File: config.mk
export PLATFORM = sky130hd
export DESIGN_NAME = mf3_back
export DESIGN_NICKNAME = d
export VERILOG_FILES = /design/src/sv/mf3_pkg.sv /design/src/sv/mf3_back.sv
export SDC_FILE = /design/constraint.sdc
export NUM_CORES = 1
export LEC_CHECK = 0
export CELL_PAD_IN_SITES_DETAIL_PLACEMENT = 0
export CELL_PAD_IN_SITES_GLOBAL_PLACEMENT = 1
export CORE_MARGIN = 2
export CORE_UTILIZATION = 30
export DETAILED_ROUTE_END_ITERATION = 10
export DONT_BUFFER_PORTS = 1
export GPL_ROUTABILITY_DRIVEN = 0
export HOLD_SLACK_MARGIN = 0.15
export PLACE_DENSITY_LB_ADDON = 0.1
export SLEW_MARGIN = 20
export SYNTH_ARGS = -nofsm -noshare
export SYNTH_HDL_FRONTEND = slang
export SYNTH_SLANG_ARGS = --single-unit
File: constraint.sdc
create_clock -name clk -period 16 [get_ports clk]
set_input_delay 0 -clock clk [delete_from_list [all_inputs] [get_ports clk]]
set_output_delay 0 -clock clk [all_outputs]
set_load 0.02 [all_outputs]
File: src/sv/mf3_pkg.sv
package mf3_pkg;

  localparam int MF3_MAX_LINE = 1024;
  localparam int MF3_MAX_HEIGHT = 1024;
  localparam int CFG_W = 11;
  localparam int PIX_W = 8;
  localparam int POS_W = 10;
  localparam int FIFO_DEPTH = 4;

  localparam logic [0:0] REG_LINE_LENGTH = 1'b0;
  localparam logic [0:0] REG_LINE_COUNT = 1'b1;

  localparam logic [CFG_W-1:0] LINE_LENGTH_RESET = 11'd640;
  localparam logic [CFG_W-1:0] LINE_COUNT_RESET = 11'd480;
  localparam logic [CFG_W-1:0] DIM_MIN = 11'd3;

  // One pixel on its way from the line stores to the window.
  typedef struct packed {
    logic [PIX_W-1:0] pix;
    logic [PIX_W-1:0] up;
    logic [PIX_W-1:0] mid;
    logic             emit;
    logic [POS_W-1:0] col;
    logic [POS_W-1:0] row;
    logic             last;
  } mf3_item_t;

  typedef struct packed {
    logic [PIX_W-1:0] lo;
    logic [PIX_W-1:0] md;
    logic [PIX_W-1:0] hi;
  } mf3_trio_t;

  function automatic logic [CFG_W-1:0] clamp_dim(input logic [CFG_W-1:0] v,
                                                 input logic [CFG_W-1:0] lim);
    logic [CFG_W-1:0] r;
    r = v;
    if (r < DIM_MIN) r = DIM_MIN;
    if (r > lim) r = lim;
    return r;
  endfunction

  function automatic logic [PIX_W-1:0] min8(input logic [PIX_W-1:0] a,
                                            input logic [PIX_W-1:0] b);
    return (a < b) ? a : b;
  endfunction

  function automatic logic [PIX_W-1:0] max8(input logic [PIX_W-1:0] a,
                                            input logic [PIX_W-1:0] b);
    return (a > b) ? a : b;
  endfunction

  function automatic mf3_trio_t sort3(input logic [PIX_W-1:0] a,
                                      input logic [PIX_W-1:0] b,
                                      input logic [PIX_W-1:0] c);
    mf3_trio_t t;
    t.lo = min8(min8(a, b), c);
    t.hi = max8(max8(a, b), c);
    t.md = max8(min8(a, b), min8(max8(a, b), c));
    return t;
  endfunction

endpackage

File: src/sv/mf3_back.sv
module mf3_back (
  input  logic                       clk,
  input  logic                       rst,
  input  logic                       pop_valid,
  output logic                       pop_ready,
  input  mf3_pkg::mf3_item_t         pop_item,
  output logic                       out_valid,
  input  logic                       out_ready,
  output logic [mf3_pkg::PIX_W-1:0]  median,
  output logic [mf3_pkg::POS_W-1:0]  center_col,
  output logic [mf3_pkg::POS_W-1:0]  center_row,
  output logic                       frame_last
);
  import mf3_pkg::*;

  logic [PIX_W-1:0] win [9];
  logic [PIX_W-1:0] shifted [9];
  logic             en, take;

  logic             p1_valid;
  mf3_trio_t        p1_rows [3];
  logic [POS_W-1:0] p1_col, p1_row;
  logic             p1_last;

  logic             p2_valid;
  logic [PIX_W-1:0] p2_lo, p2_md, p2_hi;
  logic [POS_W-1:0] p2_col, p2_row;
  logic             p2_last;

  mf3_trio_t        md_trio, fin_trio;

  // The pipeline advances whenever the output can move, the window on each take.
  assign en = !out_valid || out_ready;
  assign pop_ready = en;
  assign take = pop_valid && en;

  always_comb begin
    for (int k = 0; k < 3; k++) begin
      shifted[k*3+0] = win[k*3+1];
      shifted[k*3+1] = win[k*3+2];
    end
    shifted[2] = pop_item.up;
    shifted[5] = pop_item.mid;
    shifted[8] = pop_item.pix;
  end

  assign md_trio = sort3(p1_rows[0].md, p1_rows[1].md, p1_rows[2].md);
  assign fin_trio = sort3(p2_lo, p2_md, p2_hi);

  always_ff @(posedge clk) begin
    if (rst) begin
      for (int i = 0; i < 9; i++) win[i] <= '0;
      p1_valid <= 1'b0;
      p2_valid <= 1'b0;
      out_valid <= 1'b0;
    end else begin
      if (take) begin
        for (int i = 0; i < 9; i++) win[i] <= shifted[i];
      end
      if (en) begin
        p1_valid <= take && pop_item.emit;
        p2_valid <= p1_valid;
        out_valid <= p2_valid;
      end
    end
  end

  // Median of nine: sort each row, then the max of the minima, the median
  // of the medians and the min of the maxima; their median is the answer.
  always_ff @(posedge clk) begin
    if (en) begin
      for (int k = 0; k < 3; k++) begin
        p1_rows[k] <= sort3(shifted[k*3], shifted[k*3+1], shifted[k*3+2]);
      end
      p1_col <= pop_item.col;
      p1_row <= pop_item.row;
      p1_last <= pop_item.last;

      p2_lo <= max8(max8(p1_rows[0].lo, p1_rows[1].lo), p1_rows[2].lo);
      p2_md <= md_trio.md;
      p2_hi <= min8(min8(p1_rows[0].hi, p1_rows[1].hi), p1_rows[2].hi);
      p2_col <= p1_col;
      p2_row <= p1_row;
      p2_last <= p1_last;

      median <= fin_trio.md;
      center_col <= p2_col;
      center_row <= p2_row;
      frame_last <= p2_last;
    end
  end

endmodule

==> results of run 1 <==
==> cells in the final DEF, fill, tap and decap left out, types with 8 or more instances in the layout <==
cell           count
a21o_1            29
a21oi_1           40
clkbuf_16         27
dlygate4sd3_1     73
edfxtp_1         215
ha_1             169
inv_1            146
mux2_2           118
mux2_4             9
mux2i_1           84
mux2i_4            8
nand2_1           30
nand3_1           13
nand4_1           24
nor2_1            20
nor2b_1           17
nor3_1            46
o21a_1            16
o21ai_0           31
o21ai_1           11
==> sequential cells by signal, summed over array words and instances, names as in the netlist <==
register,count
p2_hi,8
p1_valid,1
p2_valid,1
out_valid,1
win,48
p1_row,10
p2_lo,8
p1_col,10
center_col,10
p2_row,10
p2_md,8
p2_last,1
median,8
p1_last,1
center_row,10
p2_col,10
frame_last,1
p1_rows,72
==> routing by layer <==
| metal | wire length (µm) | part of all wire [%] | GRT usage [%] | vias up |
|---|---|---|---|---|
| li1 | - | - | - | 4425 |
| met1 | 17500 | 49 | 21.4 | 4240 |
| met2 | 16400 | 46 | 24.4 | 93 |
| met3 | 884 | 2.5 | 2.04 | 33 |
| met4 | 646 | 1.8 | 3.06 | 2 |
| met5 | 13 | 0.037 | 0 | - |
==> area by class of cell <==
cell class	instances	area [µm²]	area share [%]
timing repair buffer	80	801	4.90
clock inverter	21	253	1.55
tap	600	751	4.59
sequential	218	6520	39.9
multi-input combinational	745	6790	41.5
inverter	147	557	3.41
clock buffer	29	683	4.18
==> worst min-delay path: stages <==
cell     delay [ps]
ha_1            110
nand4_1         120
nor2_1          130
nor2_2          120
mux2_2          240
==> through the flow <==
step	hold slack (ps)	instances	total power, mW	instance area, µm²	util, %
global route	262	1840	3.40	16400	35.9
floorplan	98.9	1128	2.08	13900	-
finish	252	1840	3.11	16400	35.9
detailed placement	91.3	1714	2.48	14600	32.1
global placement	94.8	1714	2.49	14600	32.1
CTS	220	1838	3.17	16300	35.8
==> power groups by stage <==
stage / clock [mW] / combinational, mW / sequential [mW]
6_report: 0.642 / 1.55 / 0.921
5_1_grt: 0.685 / 1.78 / 0.940
4_1_cts: 0.667 / 1.57 / 0.928
3_5_place_dp: 0 / 1.54 / 0.939
3_3_place_gp: 0 / 1.55 / 0.938
2_1_floorplan: 0 / 1.20 / 0.881
==> worst max-delay path by stage <==
stage,startpoint,endpoint,cells past startpoint
finish,win[5][3],p1_rows[0][37],22
global route,win[5][3],p1_rows[0][37],22
CTS,win[5][3],p1_rows[0][37],22
detailed placement,win[5][3],p1_rows[0][37],22
global placement,win[4][2],p1_rows[0][34],21
floorplan,out_valid,win[1][0],4
==> logic make-up (layout without fill, tap and decap cells) <==
logic type / Yosys count / count (layout) / share of synthesized area [%]
AO/OA/AOI/OAI: 174 / 174 / 8.69
buffers and inverters: 165 / 277 / 4.57
adder cells (fa/ha/maj): 169 / 169 / 15.2
flip-flops: 218 / 218 / 46.8
multiplexers: 220 / 220 / 17.9
AND/OR/NAND/NOR: 182 / 182 / 6.86
==> impl_metrics.env, run 1 <==
export IMPL_status="finished clean"
export IMPL_layout_drive_gt1_share_pct=16.9
export IMPL_synth_fp_nets=1347
export IMPL_clk_pin_slew_ps=70
export IMPL_area_growth_pct=17.4
export IMPL_p_switching_mw=1.21
export IMPL_reg2reg_to="p1_rows[0][37]"
export IMPL_grt_overflow=0
export IMPL_cts_root_buffer="clkbuf_16"
export IMPL_holdPathEnd="p1_rows[0][52]"
export IMPL_numClockSinks=218
export IMPL_synthTopCellsByArea="edfxtp_1 (46%), ha_1 (15%), mux2_2 (9.5%)"
export IMPL_via_per_inst=4.78
export IMPL_switching_share_pct=38.8
export IMPL_ff2ff_path_depth=22
export IMPL_io_pins=81
export IMPL_fp_dieH_um=219
export IMPL_maxSlewHeadroom_pct=26.5
export IMPL_rows=78
export IMPL_synth_cells=1128
export IMPL_yosysSeqAreaShare_pct=46.8
export IMPL_crit_family="compound AO/OA/AOI/OAI gates"
export IMPL_hold_buffers=74
export IMPL_critPathRequiredTime_ps=16280
export IMPL_pwr_share_clk_pct=20.6
export IMPL_internal_power_mw=1.90
export IMPL_antenna_found_initial=1
export IMPL_finalWorstSetupSlack_ps=9430
export IMPL_max_clock_freq_mhz=152
export IMPL_synth_avg_cell_area_um2=12.4
export IMPL_hold_path_class="input pin to flip-flop"
export IMPL_first_iter_violations=466
export IMPL_vdd_ir_drop_max_v=0.000153
export IMPL_num_antenna_cells=0
export IMPL_portBuffers=0
export IMPL_hpwl_mm=27.4
export IMPL_pwr_share_seq_pct=29.6
export IMPL_r2r_start="win[5][3]"
export IMPL_power_per_cell_area_nw_per_um2=190
export IMPL_fin_nets=1438
export IMPL_clock_latency_ps=570
export IMPL_crit_path_end_kind="flip-flop"
export IMPL_min_period_ps=6570
export IMPL_fin_crit_sh_pct=41.0
export IMPL_cts_tree="built"
export IMPL_yosysWarningCount=0
export IMPL_worst_clock_skew_ps=34.5
export IMPL_finalSetupViolCount=0
export IMPL_grt_usage_pct=15.1
export IMPL_ys_ff_latch=218
export IMPL_ff2ff_setup_slack_ps=9430
export IMPL_ys_types=60
export IMPL_p_leak_nw=7.03
export IMPL_rsz0062_at_grt="no"
export IMPL_die_w_um=219
export IMPL_grt_pass1_vias=9070
export IMPL_vias=8793
export IMPL_cts_resized=0
export IMPL_cp_slowest_cell="o21ai_2"
export IMPL_start_kind="flip-flop"
export IMPL_cts_buffer_depth=3
export IMPL_synthesis_area_um2=13900
export IMPL_fp_dieArea_um2=48200
export IMPL_critPathMaxStageDelay_ps=840
export IMPL_wl_per_cell_um=19.3
export IMPL_nFillCells=4484
export IMPL_worstMarginPinSlew_ps=1100
export IMPL_totalWireLength_mm=35.4
export IMPL_worst_path_buf_inv=1
export IMPL_ant_nets=0
export IMPL_min_path_cells=5
export IMPL_cts_buffers_inserted=27
export IMPL_final_setup_tns_ps=0
export IMPL_combPwrFrac_pct=49.8
export IMPL_min_delay_start="pop_item[38]"
export IMPL_worstPathArrival_ps=6850
export IMPL_drc=0
export IMPL_grt_pass1_wl_mm=54.9
export IMPL_cap_violations=0
export IMPL_critical_path_class="flip-flop to flip-flop"
export IMPL_grt_max_degree=80
export IMPL_cts_setup_buffers=0
export IMPL_core_area_um2=45600
export IMPL_synthTopCellsByCount="edfxtp_1 (215), ha_1 (169), inv_1 (147), mux2_2 (118), mux2i_1 (84)"
export IMPL_path_cells="inv_1 > ha_1 > nand3_1 > o221ai_1 > a221o_1 > a21boi_4 > mux2_4 > ha_1 > nor2b_1 > o21ai_0 > nand2b_1 > a21oi_1 > o21ai_2 > mux2i_4 > ha_1 > nor2b_1 > o21ai_0 > a31oi_1 > o21a_1 > o21a_1 > o21ai_1 > mux2i_1"
export IMPL_drv_slew=0
export IMPL_crit_top_cell="ha_1"
export IMPL_cp_max_fo=9
export IMPL_hold_violations=0
export IMPL_cts_max_level=1
export IMPL_yosys_most_used_dff="edfxtp_1"
export IMPL_synth_most_common_cell="edfxtp_1"
export IMPL_synth_edf_count=215
export IMPL_pre_cts_slack_ps=9420
export IMPL_yosys_area_top_type="edfxtp_1"
export IMPL_initial_core_util_pct=30.6
export IMPL_synth_top_area_share_pct=46.3
export IMPL_ys_async_sr_fraction_pct=0
export IMPL_dr_pass1_iters=4
No activity file was read; power rests on OpenSTA's default activity.
==> run 2, diff against run 1 <==
- clock period: 16 -> 5.9 ns (I/O delays scaled with it)
==> run 2 against run 1 <==
Net effect: sequential power increased to 2.7 times the previous value; largest power group unchanged; final area is 0.82% higher; non-clock buffer count rose by 10; register-to-register slack got worse by 9000 ps; clock-buffer cell count grew 4; critical path type unchanged; highest routed layer is now met4.
==> impl_metrics.env, run 2 (synthesized netlist as in run 1, its figures left out) <==
export IMPL_fp_dieArea_um2=48200
export IMPL_cts_buffers_inserted=29
export IMPL_cp_max_fo=8
export IMPL_area_growth_pct=18.3
export IMPL_vias=8813
export IMPL_crit_path_end_kind="flip-flop"
export IMPL_cts_tree="built"
export IMPL_die_w_um=219
export IMPL_top_usage_layer="met2"
export IMPL_hold_buffers=74
export IMPL_hpwl_mm=27.1
export IMPL_cap_violations=0
export IMPL_crit_path_start="p2_lo[1]"
export IMPL_core_area_um2=45600
export IMPL_dr_pass1_iters=4
export IMPL_endpoint="median[4]"
export IMPL_gr_usage_met2_pct=24.2
export IMPL_rsz0062_at_grt="no"
export IMPL_cts_root_buffer="clkbuf_16"
export IMPL_cts_buffer_depth=3
export IMPL_worstMarginPinSlew_ps=1080
export IMPL_grt_max_degree=80
export IMPL_ant_nets=0
export IMPL_min_period_ps=5470
export IMPL_largest_reg_flops=72
export IMPL_rows=78
export IMPL_first_iter_violations=373
export IMPL_antenna_found_initial=2
export IMPL_r2r_start="p2_lo[1]"
export IMPL_maxSlewHeadroom_pct=28.0
export IMPL_grt_pass1_wl_mm=54.7
export IMPL_initial_core_util_pct=30.6
export IMPL_clk_pin_slew_ps=60
export IMPL_io_pins=81
export IMPL_vdd_ir_drop_max_v=0.000275
export IMPL_power_per_cell_area_nw_per_um2=522
export IMPL_final_setup_tns_ps=0
export IMPL_ff2ff_setup_slack_ps=430
export IMPL_fin_area_um2=16500
export IMPL_hold_path_class="input pin to flip-flop"
export IMPL_cts_resized=0
export IMPL_layout_drive_gt1_share_pct=17.4
export IMPL_critPathRequiredTime_ps=6290
export IMPL_numClockSinks=218
export IMPL_status="finished clean"
export IMPL_reg2reg_to="median[4]"
export IMPL_clock_latency_ps=570
export IMPL_regMostFlops="p1_rows"
export IMPL_drc=0
export IMPL_fin_nets=1450
export IMPL_final_common_cell="edfxtp_1"
export IMPL_wl_per_cell_um=19.2
export IMPL_via_per_inst=4.75
export IMPL_grt_usage_pct=15.1
export IMPL_finalSetupViolCount=0
export IMPL_cts_max_level=1
export IMPL_ff2ff_path_depth=20
export IMPL_max_clock_freq_mhz=183
export IMPL_place_area_um2=14700
export IMPL_p_leak_nw=7.11
export IMPL_hold_violations=0
export IMPL_fp_dieH_um=219
export IMPL_worst_clock_skew_ps=26.0
export IMPL_cts_setup_buffers=0
export IMPL_start_kind="flip-flop"
export IMPL_drv_slew=0
export IMPL_final_cell_mix="edfxtp_1 (215), ha_1 (169), inv_1 (146)"
export IMPL_reg_top3="p1_rows (72), win (48)"
export IMPL_totalWireLength_mm=35.6
export IMPL_grt_pass1_vias=9018
export IMPL_gr_usage_met1_pct=21.8
export IMPL_worstPathArrival_ps=5850
export IMPL_fin_crit_sh_pct=92.6
export IMPL_critical_path_class="flip-flop to flip-flop"
export IMPL_portBuffers=0
export IMPL_grt_overflow=0
export IMPL_grt_use_met3_pct=2.03
[run 2: where the power goes]
group	total, mW	switching (mW)	internal (mW)
logic	4.29	2.30	1.99
clock network	1.81	0.692	1.12
registers	2.49	0.292	2.20
[run 2: layout make-up]
| cell class | count | area [µm²] |
|---|---|---|
| inverters | 147 | 556 |
| diodes | 1 | 2.50 |
| clock buffers | 33 | 741 |
| clock inverters | 21 | 249 |
| multi-input cells | 745 | 6790 |
| well taps | 600 | 751 |
| fillers | 4464 | 29100 |
| flip-flops and latches | 218 | 6520 |
| repair buffers | 90 | 883 |
[run 2: worst max-delay path, cell delays in order, from the launching register on]
cell and delay (ps):
edfxtp_1 410, ha_1 320, nor2b_1 140, o211ai_1 230, a21oi_1 170, o21ai_2 370, mux2_2 420, ha_1 270
o21a_1 160, o21ai_0 140, a21oi_1 110, a221oi_1 440, o21ai_4 210, mux2i_1 290, ha_1 310, a21oi_1 170
a31oi_1 100, o21a_1 170, o22ai_1 390, buf_4 250, mux2i_1 220
[run 2: through the flow]
stage	cells	hold WS, ps	utilization (%)	worst slack [ps]	total power, mW
global placement	1726	90.4	32.3	440	6.84
global route	1855	257	36.2	21.0	9.34
finish	1855	236	36.2	434	8.60
CTS	1854	190	36.2	424	8.75
detailed placement	1726	97.6	32.3	454	6.82
floorplan	1128	98.9	-	431	5.64
[run 2: worst min-delay path by stage]
stage,endpoint,from,cells after the start
finish,p1_rows[0][49],pop_item[38],5
CTS,p1_rows[0][49],pop_item[38],5
detailed placement,p1_valid,rst,1
global route,p1_rows[0][49],pop_item[38],5
global placement,p2_valid,rst,1
floorplan,p1_col[0],pop_item[11],0
[run 2: layer usage]
metal	up-vias	part of all wire, %
met5	-	0
met4	0	1.6
met3	28	2.9
met2	85	46
met1	4242	50
li1	4458	-
