===== src/sv/mf3_pkg.sv =====
package mf3_pkg;

  localparam int MF3_MAX_LINE = 1024;
  localparam int MF3_MAX_HEIGHT = 1024;
  localparam int CFG_W = 11;
  localparam int PIX_W = 8;
  localparam int POS_W = 10;
  localparam int FIFO_DEPTH = 4;

  localparam logic [0:0] REG_LINE_LENGTH = 1'b0;
  localparam logic [0:0] REG_LINE_COUNT = 1'b1;

  localparam logic [CFG_W-1:0] LINE_LENGTH_RESET = 11'd640;
  localparam logic [CFG_W-1:0] LINE_COUNT_RESET = 11'd480;
  localparam logic [CFG_W-1:0] DIM_MIN = 11'd3;

  // One pixel on its way from the line stores to the window.
  typedef struct packed {
    logic [PIX_W-1:0] pix;
    logic [PIX_W-1:0] up;
    logic [PIX_W-1:0] mid;
    logic             emit;
    logic [POS_W-1:0] col;
    logic [POS_W-1:0] row;
    logic             last;
  } mf3_item_t;

  typedef struct packed {
    logic [PIX_W-1:0] lo;
    logic [PIX_W-1:0] md;
    logic [PIX_W-1:0] hi;
  } mf3_trio_t;

  function automatic logic [CFG_W-1:0] clamp_dim(input logic [CFG_W-1:0] v,
                                                 input logic [CFG_W-1:0] lim);
    logic [CFG_W-1:0] r;
    r = v;
    if (r < DIM_MIN) r = DIM_MIN;
    if (r > lim) r = lim;
    return r;
  endfunction

  function automatic logic [PIX_W-1:0] min8(input logic [PIX_W-1:0] a,
                                            input logic [PIX_W-1:0] b);
    return (a < b) ? a : b;
  endfunction

  function automatic logic [PIX_W-1:0] max8(input logic [PIX_W-1:0] a,
                                            input logic [PIX_W-1:0] b);
    return (a > b) ? a : b;
  endfunction

  function automatic mf3_trio_t sort3(input logic [PIX_W-1:0] a,
                                      input logic [PIX_W-1:0] b,
                                      input logic [PIX_W-1:0] c);
    mf3_trio_t t;
    t.lo = min8(min8(a, b), c);
    t.hi = max8(max8(a, b), c);
    t.md = max8(min8(a, b), min8(max8(a, b), c));
    return t;
  endfunction

endpackage


===== src/sv/mf3_fifo.sv =====
module mf3_fifo (
  input  logic               clk,
  input  logic               rst,
  input  logic               push_valid,
  output logic               push_ready,
  input  mf3_pkg::mf3_item_t push_item,
  output logic               pop_valid,
  input  logic               pop_ready,
  output mf3_pkg::mf3_item_t pop_item
);
  import mf3_pkg::*;

  localparam int PW = $clog2(FIFO_DEPTH);
  localparam int CW = $clog2(FIFO_DEPTH + 1);

  mf3_item_t       slots [FIFO_DEPTH];
  logic [PW-1:0]   wr_ptr, rd_ptr;
  logic [CW-1:0]   count;
  logic            do_push, do_pop;

  assign push_ready = (count != CW'(FIFO_DEPTH));
  assign pop_valid = (count != '0);
  assign pop_item = slots[rd_ptr];
  assign do_push = push_valid && push_ready;
  assign do_pop = pop_valid && pop_ready;

  always_ff @(posedge clk) begin
    if (rst) begin
      wr_ptr <= '0;
      rd_ptr <= '0;
      count <= '0;
    end else begin
      if (do_push) wr_ptr <= wr_ptr + 1'b1;
      if (do_pop) rd_ptr <= rd_ptr + 1'b1;
      if (do_push && !do_pop) count <= count + 1'b1;
      else if (do_pop && !do_push) count <= count - 1'b1;
    end
  end

  always_ff @(posedge clk) begin
    if (do_push) slots[wr_ptr] <= push_item;
  end

endmodule


===== config.mk =====
export PLATFORM = sky130hd
export DESIGN_NAME = mf3_fifo
export DESIGN_NICKNAME = d
export VERILOG_FILES = /design/src/sv/mf3_pkg.sv /design/src/sv/mf3_fifo.sv
export SDC_FILE = /design/constraint.sdc
export NUM_CORES = 1
export LEC_CHECK = 0
export BUFFER_PORTS_ARGS = -buffer_cell sky130_fd_sc_hd__buf_2
export CAP_MARGIN = 40
export CORE_ASPECT_RATIO = 1.75
export CORE_UTILIZATION = 30
export CTS_CLUSTER_DIAMETER = 100
export DETAILED_ROUTE_END_ITERATION = 8
export SKIP_LAST_GASP = 1
export SLEW_MARGIN = 20
export SYNTH_ARGS = -nofsm -noshare
export SYNTH_HDL_FRONTEND = slang
export SYNTH_SLANG_ARGS = --single-unit

===== constraint.sdc =====
create_clock -name clk -period 3.8 [get_ports clk]
set_input_delay 0.38 -clock clk [delete_from_list [all_inputs] [get_ports clk]]
set_output_delay 0.38 -clock clk [all_outputs]
set_load 0.005 [all_outputs]

==> impl_metrics.yaml, run 1 <==
outcome:
  status: "completed"
global_routing:
  grt.overflow.total: 0
  grt_pass1_vias: 3570
  grt_usage: 0.120
  grt_max_degree: 44
  antenna_found_initial: 3
  grt_pass1_wl_mm: 20.9
worst_hold_path:
  whs_path_depth: 1
  hp-start: "push_item[16]"
  hold_path.class: "input port to flop"
timing:
  fin_skew_ps: 8.61
  finalHoldViolCount: 0
  fmax_mhz: 393
  tightest_slew_ps: 676
  tns_ps: 0
  setup_viol: 0
  min_period_ps: 2550
  rsz0062_at_grt: "no"
  finalMaxSlewViolations: 0
  fin_crit_sh: 0.670
  slew_headroom: 0.549
worst_setup_path:
  r2r_start: "count[0]"
  end_kind: "output pin"
  path_max_fanout: 24
  worst-endpoint-required_ps: 3420
  critPathLaunchType: "flop"
  critPathKind: "flop to output pin"
  cp.arrival_ps: 2170
  worstRegToRegCells: 4
logic_synthesis:
  ys_seq_area_frac: 0.796
  postSynth.asyncResetShare: 0
  synth_edf_count: 184
  synth_fp_nets: 344
  avgSynthCellArea_um2: 24.9
  ys_types: 25
  synth.ff_latch_count: 193
  netlist_instances: 288
  netlist_area_um2: 7170
  synthFlopType: "edfxtp_1"
  yosysWarningCount: 0
placement:
  hpwl_mm: 9.31
  place.port_buffers: 97
  post_dp_cell_area_um2: 8040
  post-place-cells: 689
  place_congestion: 0.725
clock_network:
  post_cts_resized: 0
  clockBufferDepth: 2
  clk_pin_slew_ps: 70
  cts_root_buf: "clkbuf_16"
  numClockSinks: 193
  post_cts.repair.setup_buffers: 0
  cts_hold_buf: 0
  clk_latency_ps: 430
  cts_tree: "yes"
  htree_levels: 4
  numCtsBuffers: 17
die:
  io_pins: 98
  rows: 74
  core_area_um2: 23400
  die_area_um2: 24500
  start_util: 0.306
  die_width_um: 119
  fp.dieH_um: 206
detailed_routing:
  dr.first_iter.drc_count: 187
  drt-pass1-iter-count: 4
  drc: 0
  wirelength_mm: 14.0
  routedWlPerCell_um: 19.3
  via_count: 3247
  vias_per_cell: 4.48
  ant_nets: 0
pwr:
  p_switching_uw: 1470
  intPower_uw: 4140
  combPwrFrac: 0.207
  clockPowerShare: 0.302
  p_seq_frac: 0.491
  power.density_nw_per_um2: 649
  leakage_uw: 0.00289
  swShare: 0.262
  ir_drop_uv: 279
final_layout:
  layout_commonest_cell: "edfxtp_1"
  multi_input_area_um2: 1330
  final_cells: 724
  drive_gt1_frac: 0.445
  final_cell_mix: "184 x edfxtp_1, 97 x buf_2, 40 x mux4_2, 17 x clkbuf_16"
  areaGrowthSynthToFinish_pct: 20.4
  final_util: 0.368
  fillers: 2129
  seq_area_um2: 5710
  nets: 461
  fin_area_um2: 8630
flow_run:
  maxCapViolations: 0
[critical path, stage by stage, from the launching register on]
cell and delay [ps]:
dfxtp_4 660, buf_12 280, mux4_1 600, buf_2 170
[synth_stat cells (2+ instances only)]
cell type  count  share of area
buf_2          4         0.0028
dfxtp_1        9          0.025
or3_1          2         0.0017
mux4_1         6          0.022
mux4_2        40           0.13
edfxtp_1     184           0.77
nand2b_1       2         0.0017
nor2_1         8         0.0042
buf_12         4          0.011
ha_1           5         0.0087
and2_1         4         0.0035
mux2i_1        2         0.0028
xor2_1         4         0.0049
inv_1          3         0.0016
[stage by stage]
| step | setup WS, ps | power (uW) | hold WS (ps) |
|---|---|---|---|
| final | 1250 | 5600 | 158 |
| after global routing | 1080 | 5860 | 134 |
| after CTS | 1150 | 5690 | 136 |
| after detailed placement | 1440 | 4000 | 517 |
| after global placement | 1510 | 3930 | 498 |
| after floorplan | 1490 | 3530 | 479 |
[final cells by class]
class                   instances  share of cell area
diodes                          2            0.000580
repair buffers                109              0.0725
clock buffers                  18              0.0497
inverters                       3             0.00131
well taps                     304              0.0441
flip-flops and latches        193               0.662
multi-input cells              81               0.155
clock inverters                14              0.0151
[worst paths after layout]
check / slack, ps / end
worst max register to register: 1500 / slots[2][4]
worst max-delay path: 1250 / pop_item[44]
worst min register to register: 530 / rd_ptr[1]
worst min-delay path: 160 / slots[3][16]
[routing by layer]
metal | up-vias | global-route usage | wire length, um
met5 | - | 0 | 13
met4 | 2 | 0.0665 | 299
met3 | 18 | 0.0342 | 620
met2 | 75 | 0.219 | 7930
met1 | 1698 | 0.121 | 5110
li1 | 1454 | - | -
[power by group through the flow]
stage               logic, uW  registers, uW  clock network [uW]
floorplan                 843           2680                   0
global placement         1060           2870                   0
detailed placement       1190           2810                   0
CTS                      1200           2770                1730
global route             1270           2790                1810
finish                   1160           2750                1690
[logic make-up (layout without fill, tap and decap cells)]
| kind of cell | count (synthesis) | in the layout | synth area share |
|---|---|---|---|
| adder cells (fa/ha/maj) | 6 | 6 | 0.0115 |
| multiplexers | 49 | 49 | 0.152 |
| buffers and inverters | 14 | 144 | 0.0183 |
| AND/OR/NAND/NOR | 17 | 17 | 0.0117 |
| AO/OA/AOI/OAI | 5 | 5 | 0.00524 |
| other | 0 | 2 | 0 |
| flip-flops | 193 | 193 | 0.796 |
| XOR/XNOR | 4 | 4 | 0.00489 |
[sequential cells by signal (all words and copies together), names as in the netlist, named ones only]
signal	count
wr_ptr	2
count	3
rd_ptr	2
slots	184
Note: power is estimated with default switching activity, not from simulation.
==> run 2: changes to the inputs <==
--- a/config.mk
+++ b/config.mk
@@ -5,6 +5,7 @@
 export SDC_FILE = /design/constraint.sdc
 export NUM_CORES = 1
 export LEC_CHECK = 0
+export ABC_AREA = 1
 export BUFFER_PORTS_ARGS = -buffer_cell sky130_fd_sc_hd__buf_2
 export CAP_MARGIN = 40
 export CORE_ASPECT_RATIO = 1.75
==> constraint.sdc (replaced) <==
create_clock -name clk -period 2.3 [get_ports clk]
set_input_delay 0.23 -clock clk [delete_from_list [all_inputs] [get_ports clk]]
set_output_delay 0.23 -clock clk [all_outputs]
set_load 0.005 [all_outputs]
==> run 2 against run 1 <==
Compared with the run above:
- via count is 37% higher
- final area up 6.6%
- synthesized area rose by 2.7%
- synthesized cell count increased by 78%
- clock skew fell by 4.0 ps
- utilization increased by 1.4 points
- critical path type unchanged
- highest routed layer is now met4
==> impl_metrics.yaml, run 2 <==
outcome:
  status: "completed"
logic_synthesis:
  netlist_area_um2: 7360
  ys_types: 21
  netlist_instances: 513
  postSynth.asyncResetShare: 0
  avgSynthCellArea_um2: 14.3
  synthAdderAreaFrac: 0.0112
  synth.ff_latch_count: 193
  synth.most_common_cell: "edfxtp_1"
  synthXorXnorAreaFrac: 0.00119
  synth_top_area_share: 0.751
  synthFlopType: "edfxtp_1"
  synth_top_family_by_area: "compound AO/OA/AOI/OAI gates"
  synthTopCellsByArea: "edfxtp_1 75%, nor2_1 5.1%, o21ai_0 4.0%"
  synth_common_cells: "184 x edfxtp_1, 100 x nor2_1, 59 x o21ai_0, 40 x o22ai_1, 34 x o21ai_1"
  yosys.area.top_type: "edfxtp_1"
  synth_fp_nets: 569
  synth_edf_count: 184
  yosysWarningCount: 0
  synthMuxAreaShare: 0
  ys_seq_area_frac: 0.776
  synth-compound-area-share: 0.110
  synth-simple-area-share: 0.0675
worst_setup_path:
  worstRegToRegCells: 13
  crit_cells: 4
  critPathLaunchType: "flop"
  path_max_fanout: 68
  path_buf_inv: 2
  path_cells: "buf_12 -> o21ai_0 -> o22ai_1 -> buf_2"
  max_stage_delay_ps: 520
  worst-endpoint-required_ps: 2070
  critPathKind: "flop to output pin"
  cpLargestDelayFamily: "flip-flops"
  cp.arrival_ps: 1920
  end_kind: "output pin"
  crit_path_top_delay_cell: "dfxtp_4"
detailed_routing:
  dr.first_iter.drc_count: 297
  drt-pass1-iter-count: 4
  wirelength_mm: 15.5
  vias_per_cell: 4.58
  ant_nets: 0
  via_count: 4443
  routedWlPerCell_um: 16.0
  drc: 0
timing:
  fmax_mhz: 464
  slew_headroom: 0.703
  whs_ps: 21.2
  fin_crit_sh: 0.936
  fin_ws_ps: 146
  finalMaxSlewViolations: 0
  setup_viol: 0
  finalHoldViolCount: 0
  tightest_slew_ps: 445
  rsz0062_at_grt: "no"
  min_period_ps: 2150
  fin_skew_ps: 4.60
final_layout:
  largest_register_ffs: 184
  layout_commonest_cell: "edfxtp_1"
  drive_gt1_frac: 0.246
  nets: 706
  diodes: 0
  areaGrowthSynthToFinish_pct: 25.0
  regMostFlops: "slots"
  final_util: 0.383
  top_regs: "slots x184, count x3"
  fin_area_um2: 9190
  final_cell_mix: "184 x edfxtp_1, 97 x buf_2, 96 x nor2_1, 59 x o21ai_0, 40 x o22ai_1"
global_routing:
  grt_pass1_vias: 4665
  grt_max_degree: 69
  grt_pass1_wl_mm: 24.8
  grt.overflow.total: 0
  grt_use_met3: 0.0388
  busiest_layer: "met2"
  grt_use_met1: 0.143
  grt_usage: 0.132
  antenna_found_initial: 0
  grt_use_met2: 0.235
placement:
  place_ws_ps: 507
  post_dp_cell_area_um2: 8240
  place_congestion: 0.720
  place.port_buffers: 97
  hpwl_mm: 9.11
clock_network:
  post_cts.repair.setup_buffers: 0
  cts_root_buf: "clkbuf_16"
  clk_latency_ps: 430
  numCtsBuffers: 17
  clk_pin_slew_ps: 70
  clockBufferDepth: 2
  htree_levels: 4
  numClockSinks: 193
  cts_tree: "yes"
die:
  core_area_um2: 24000
  fp.dieH_um: 209
  die_width_um: 120
  start_util: 0.306
  rows: 75
  die_area_um2: 25200
  io_pins: 98
pwr:
  power.density_nw_per_um2: 1040
  leakage_uw: 0.00322
  ir_drop_uv: 439
flow_run:
  maxCapViolations: 0
worst_hold_path:
  whs_path_depth: 1
  hold_path.class: "input port to flop"
-- run 2: changes by cell type after synthesis, sizes merged, moves of 9 or more --
cell / change
nand2: +14
o22ai: +46
nor2: +98
clkbuf: +9
buf: +9
o21ai: +92
mux4: -46
inv: +13
-- run 2: cells by family after synthesis --
group,count (synthesis)
buf+inv,45
xor+xnor,1
compound gates,142
flops,193
simple gates,126
fa+ha+maj,6
-- run 2: worst paths after layout --
path,startpoint,end,slack [ps]
setup / recovery,flop,pop_item[10],150
hold / removal,push_item[31],slots[3][31],20
setup reg to reg,count[0],count[2],490
hold reg to reg,rd_ptr[1],flop,520
-- run 2: routing by layer --
metal / wire length, um / part of all wire / vias to the layer above
li1: - / - / 2174
met2: 8220 / 0.53 / 78
met4: 324 / 0.021 / 0
met3: 664 / 0.043 / 16
met5: 0 / 0 / -
met1: 6290 / 0.41 / 2175
-- run 2: per-stage QoR --
step                      setup TNS [ps]  cells  total power [uW]
after detailed placement               0    902              6740
after global placement                 0    902              6700
after CTS                              0    971              9690
after global routing                   0    971             10100
final                                  0    971              9530
after floorplan                   -11380    513              5810
-- run 2: final cells by class --
class                           count  area (um^2)
Clock buffer                       17          425
Timing Repair Buffer              147         1030
Fill cell                        2338        14800
Sequential cell                   193         5710
Multi-Input combinational cell    275         1420
Inverter                           16         61.3
Clock inverter                     15          159
Tap cell                          308          385
-- run 2: report_power, final --
group / leakage [uW] / switching, uW / internal, uW
sequential: 0.00176 / 143 / 4270
combinational: 0.00118 / 1370 / 863
clock: 0.000279 / 1270 / 1610
-- run 2: worst reg2reg max path, delay by kind of cell, from the launching register on --
family                     cells  cell delay (ps)
DFF                            1              390
buffers and inverters          3              200
and+or+nand+nor                8              560
adders and majority gates      2              540
-- run 2: timing repair --
action | CTS | global route
hold buffers | 37 | 0
endpoints found under the hold margin | 148 | 0
gates resized for setup | 0 | 0
setup endpoints to repair | 0 | 0
==> run 3: changes to the inputs <==
--- a/config.mk
+++ b/config.mk
@@ -12,6 +12,7 @@
 export CORE_UTILIZATION = 30
 export CTS_CLUSTER_DIAMETER = 100
 export DETAILED_ROUTE_END_ITERATION = 8
+export PLACE_DENSITY = 0.51
 export SKIP_LAST_GASP = 1
 export SLEW_MARGIN = 20
 export SYNTH_ARGS = -nofsm -noshare
==> run 3 against run 2 <==
Compared with the run above:
- fmax is 0.43% higher
- sequential share of layout area is 0.60 points higher
- combinational power is 4% higher
- critical endpoint is now pop_item[28]
==> impl_metrics.yaml, run 3 (synthesis gave the netlist of run 2 again) <==
outcome:
  status: "completed"
worst_setup_path:
  worst-endpoint-required_ps: 2070
  cpLargestDelayFamily: "buffers and inverters"
  end_kind: "output pin"
  max_stage_delay_ps: 440
  path_max_fanout: 40
  cp.arrival_ps: 1910
  crit_path_top_delay_cell: "dfxtp_4"
  path_buf_inv: 2
  path_cells: "buf_4 -> o21ai_0 -> o22ai_1 -> buf_2"
  critPathKind: "flop to output pin"
  critPathLaunchType: "flop"
final_layout:
  areaGrowthSynthToFinish_pct: 23.8
  final_cell_mix: "184 x edfxtp_1, 97 x buf_2, 96 x nor2_1, 59 x o21ai_0, 40 x o22ai_1"
  largest_register_ffs: 184
  drive_gt1_frac: 0.258
  final_util: 0.379
  regMostFlops: "slots"
  layout_commonest_cell: "edfxtp_1"
  nets: 700
  top_regs: "slots x184, count x3"
worst_hold_path:
  hold_path.class: "input port to flop"
pwr:
  power.density_nw_per_um2: 1060
  ir_drop_uv: 537
  power_uw: 9690
  leakage_uw: 0.00321
detailed_routing:
  routedWlPerCell_um: 17.5
  wirelength_mm: 16.9
  ant_nets: 0
  drt-pass1-iter-count: 4
  drc: 0
  dr.first_iter.drc_count: 278
  vias_per_cell: 4.70
  via_count: 4537
global_routing:
  grt_usage: 0.142
  grt.overflow.total: 0
  grt_pass1_vias: 4669
  antenna_found_initial: 2
  grt_max_degree: 47
  grt_pass1_wl_mm: 26.2
die:
  fp.dieH_um: 209
  core_area_um2: 24000
  die_width_um: 120
  start_util: 0.306
  rows: 75
  io_pins: 98
  die_area_um2: 25200
timing:
  finalMaxSlewViolations: 0
  rsz0062_at_grt: "no"
  fin_crit_sh: 0.932
  min_period_ps: 2140
  fin_skew_ps: 11.2
  fmax_mhz: 466
  tns_ps: 0
  slew_headroom: 0.724
  tightest_slew_ps: 413
  finalHoldViolCount: 0
  setup_viol: 0
  whs_ps: 19.8
clock_network:
  numClockSinks: 193
  clk_latency_ps: 430
  htree_levels: 4
  cts_root_buf: "clkbuf_16"
  numCtsBuffers: 17
  cts_tree: "yes"
  post_cts.repair.setup_buffers: 0
  clockBufferDepth: 2
  clk_pin_slew_ps: 70
placement:
  place_congestion: 0.768
  hpwl_mm: 10.8
  place.port_buffers: 97
flow_run:
  maxCapViolations: 0
-- run 3: cell count changes in the layout (fill, tap and decap cells not counted), sizes merged --
cell | before | now
clkinv | 6 | 5
inv | 19 | 18
clkbuf | 17 | 18
buf | 110 | 118
diode | 0 | 1
clkinvlp | 4 | 3
bufinv | 2 | 3
dlygate4sd3 | 37 | 23
-- run 3: report_power, final --
group	internal, uW	leakage, uW	switching (uW)	total (uW)
logic	887	0.00116	1440	2330
clock network	1710	0.000284	1250	2960
registers	4270	0.00176	129	4400
total	6870	0.00321	2830	9690
-- run 3: layer usage --
| layer | vias to the layer above | routed length, um | part of all wire | track usage |
|---|---|---|---|---|
| li1 | 2162 | - | - | - |
| met1 | 2272 | 6680 | 0.40 | 0.155 |
| met2 | 85 | 9340 | 0.55 | 0.260 |
| met3 | 16 | 602 | 0.036 | 0.0363 |
| met4 | 2 | 246 | 0.015 | 0.0524 |
| met5 | - | 13 | 0.00077 | 0 |
-- run 3: stage by stage --
step	worst slack [ps]	cell area, um^2	instances
finish	156	9110	965
global route	64.7	9110	965
CTS	5.69	9100	964
detailed placement	462	8270	910
global placement	474	8270	910
floorplan	-61.8	7370	513
-- run 3: final cells by class --
type / instances / area (um^2)
diodes: 1 / 2.50
inverters: 16 / 62.6
clock buffers: 18 / 429
multi-input cells: 275 / 1420
fillers: 2351 / 14900
clock inverters: 13 / 161
repair buffers: 141 / 931
well taps: 308 / 385
flip-flops and latches: 193 / 5710
-- run 3: path summary, 6_finish.rpt --
path | start | to | slack, ps | cells after the start
setup reg to reg | count[1] | count[1] | 450 | 9
hold / removal | rst | count[0] | 20 | 2
hold reg to reg | rd_ptr[1] | flop | 510 | 2
setup / recovery | flop | pop_item[28] | 160 | 4
-- run 3: what timing repair did --
item                                    4_1_cts  5_1_grt
cloned                                        0        0
pin swaps                                     0        0
endpoints found under the setup margin        1       18
endpoints found under the hold margin        87        0
gates resized for setup                       1        2
hold buffers                                 23        0
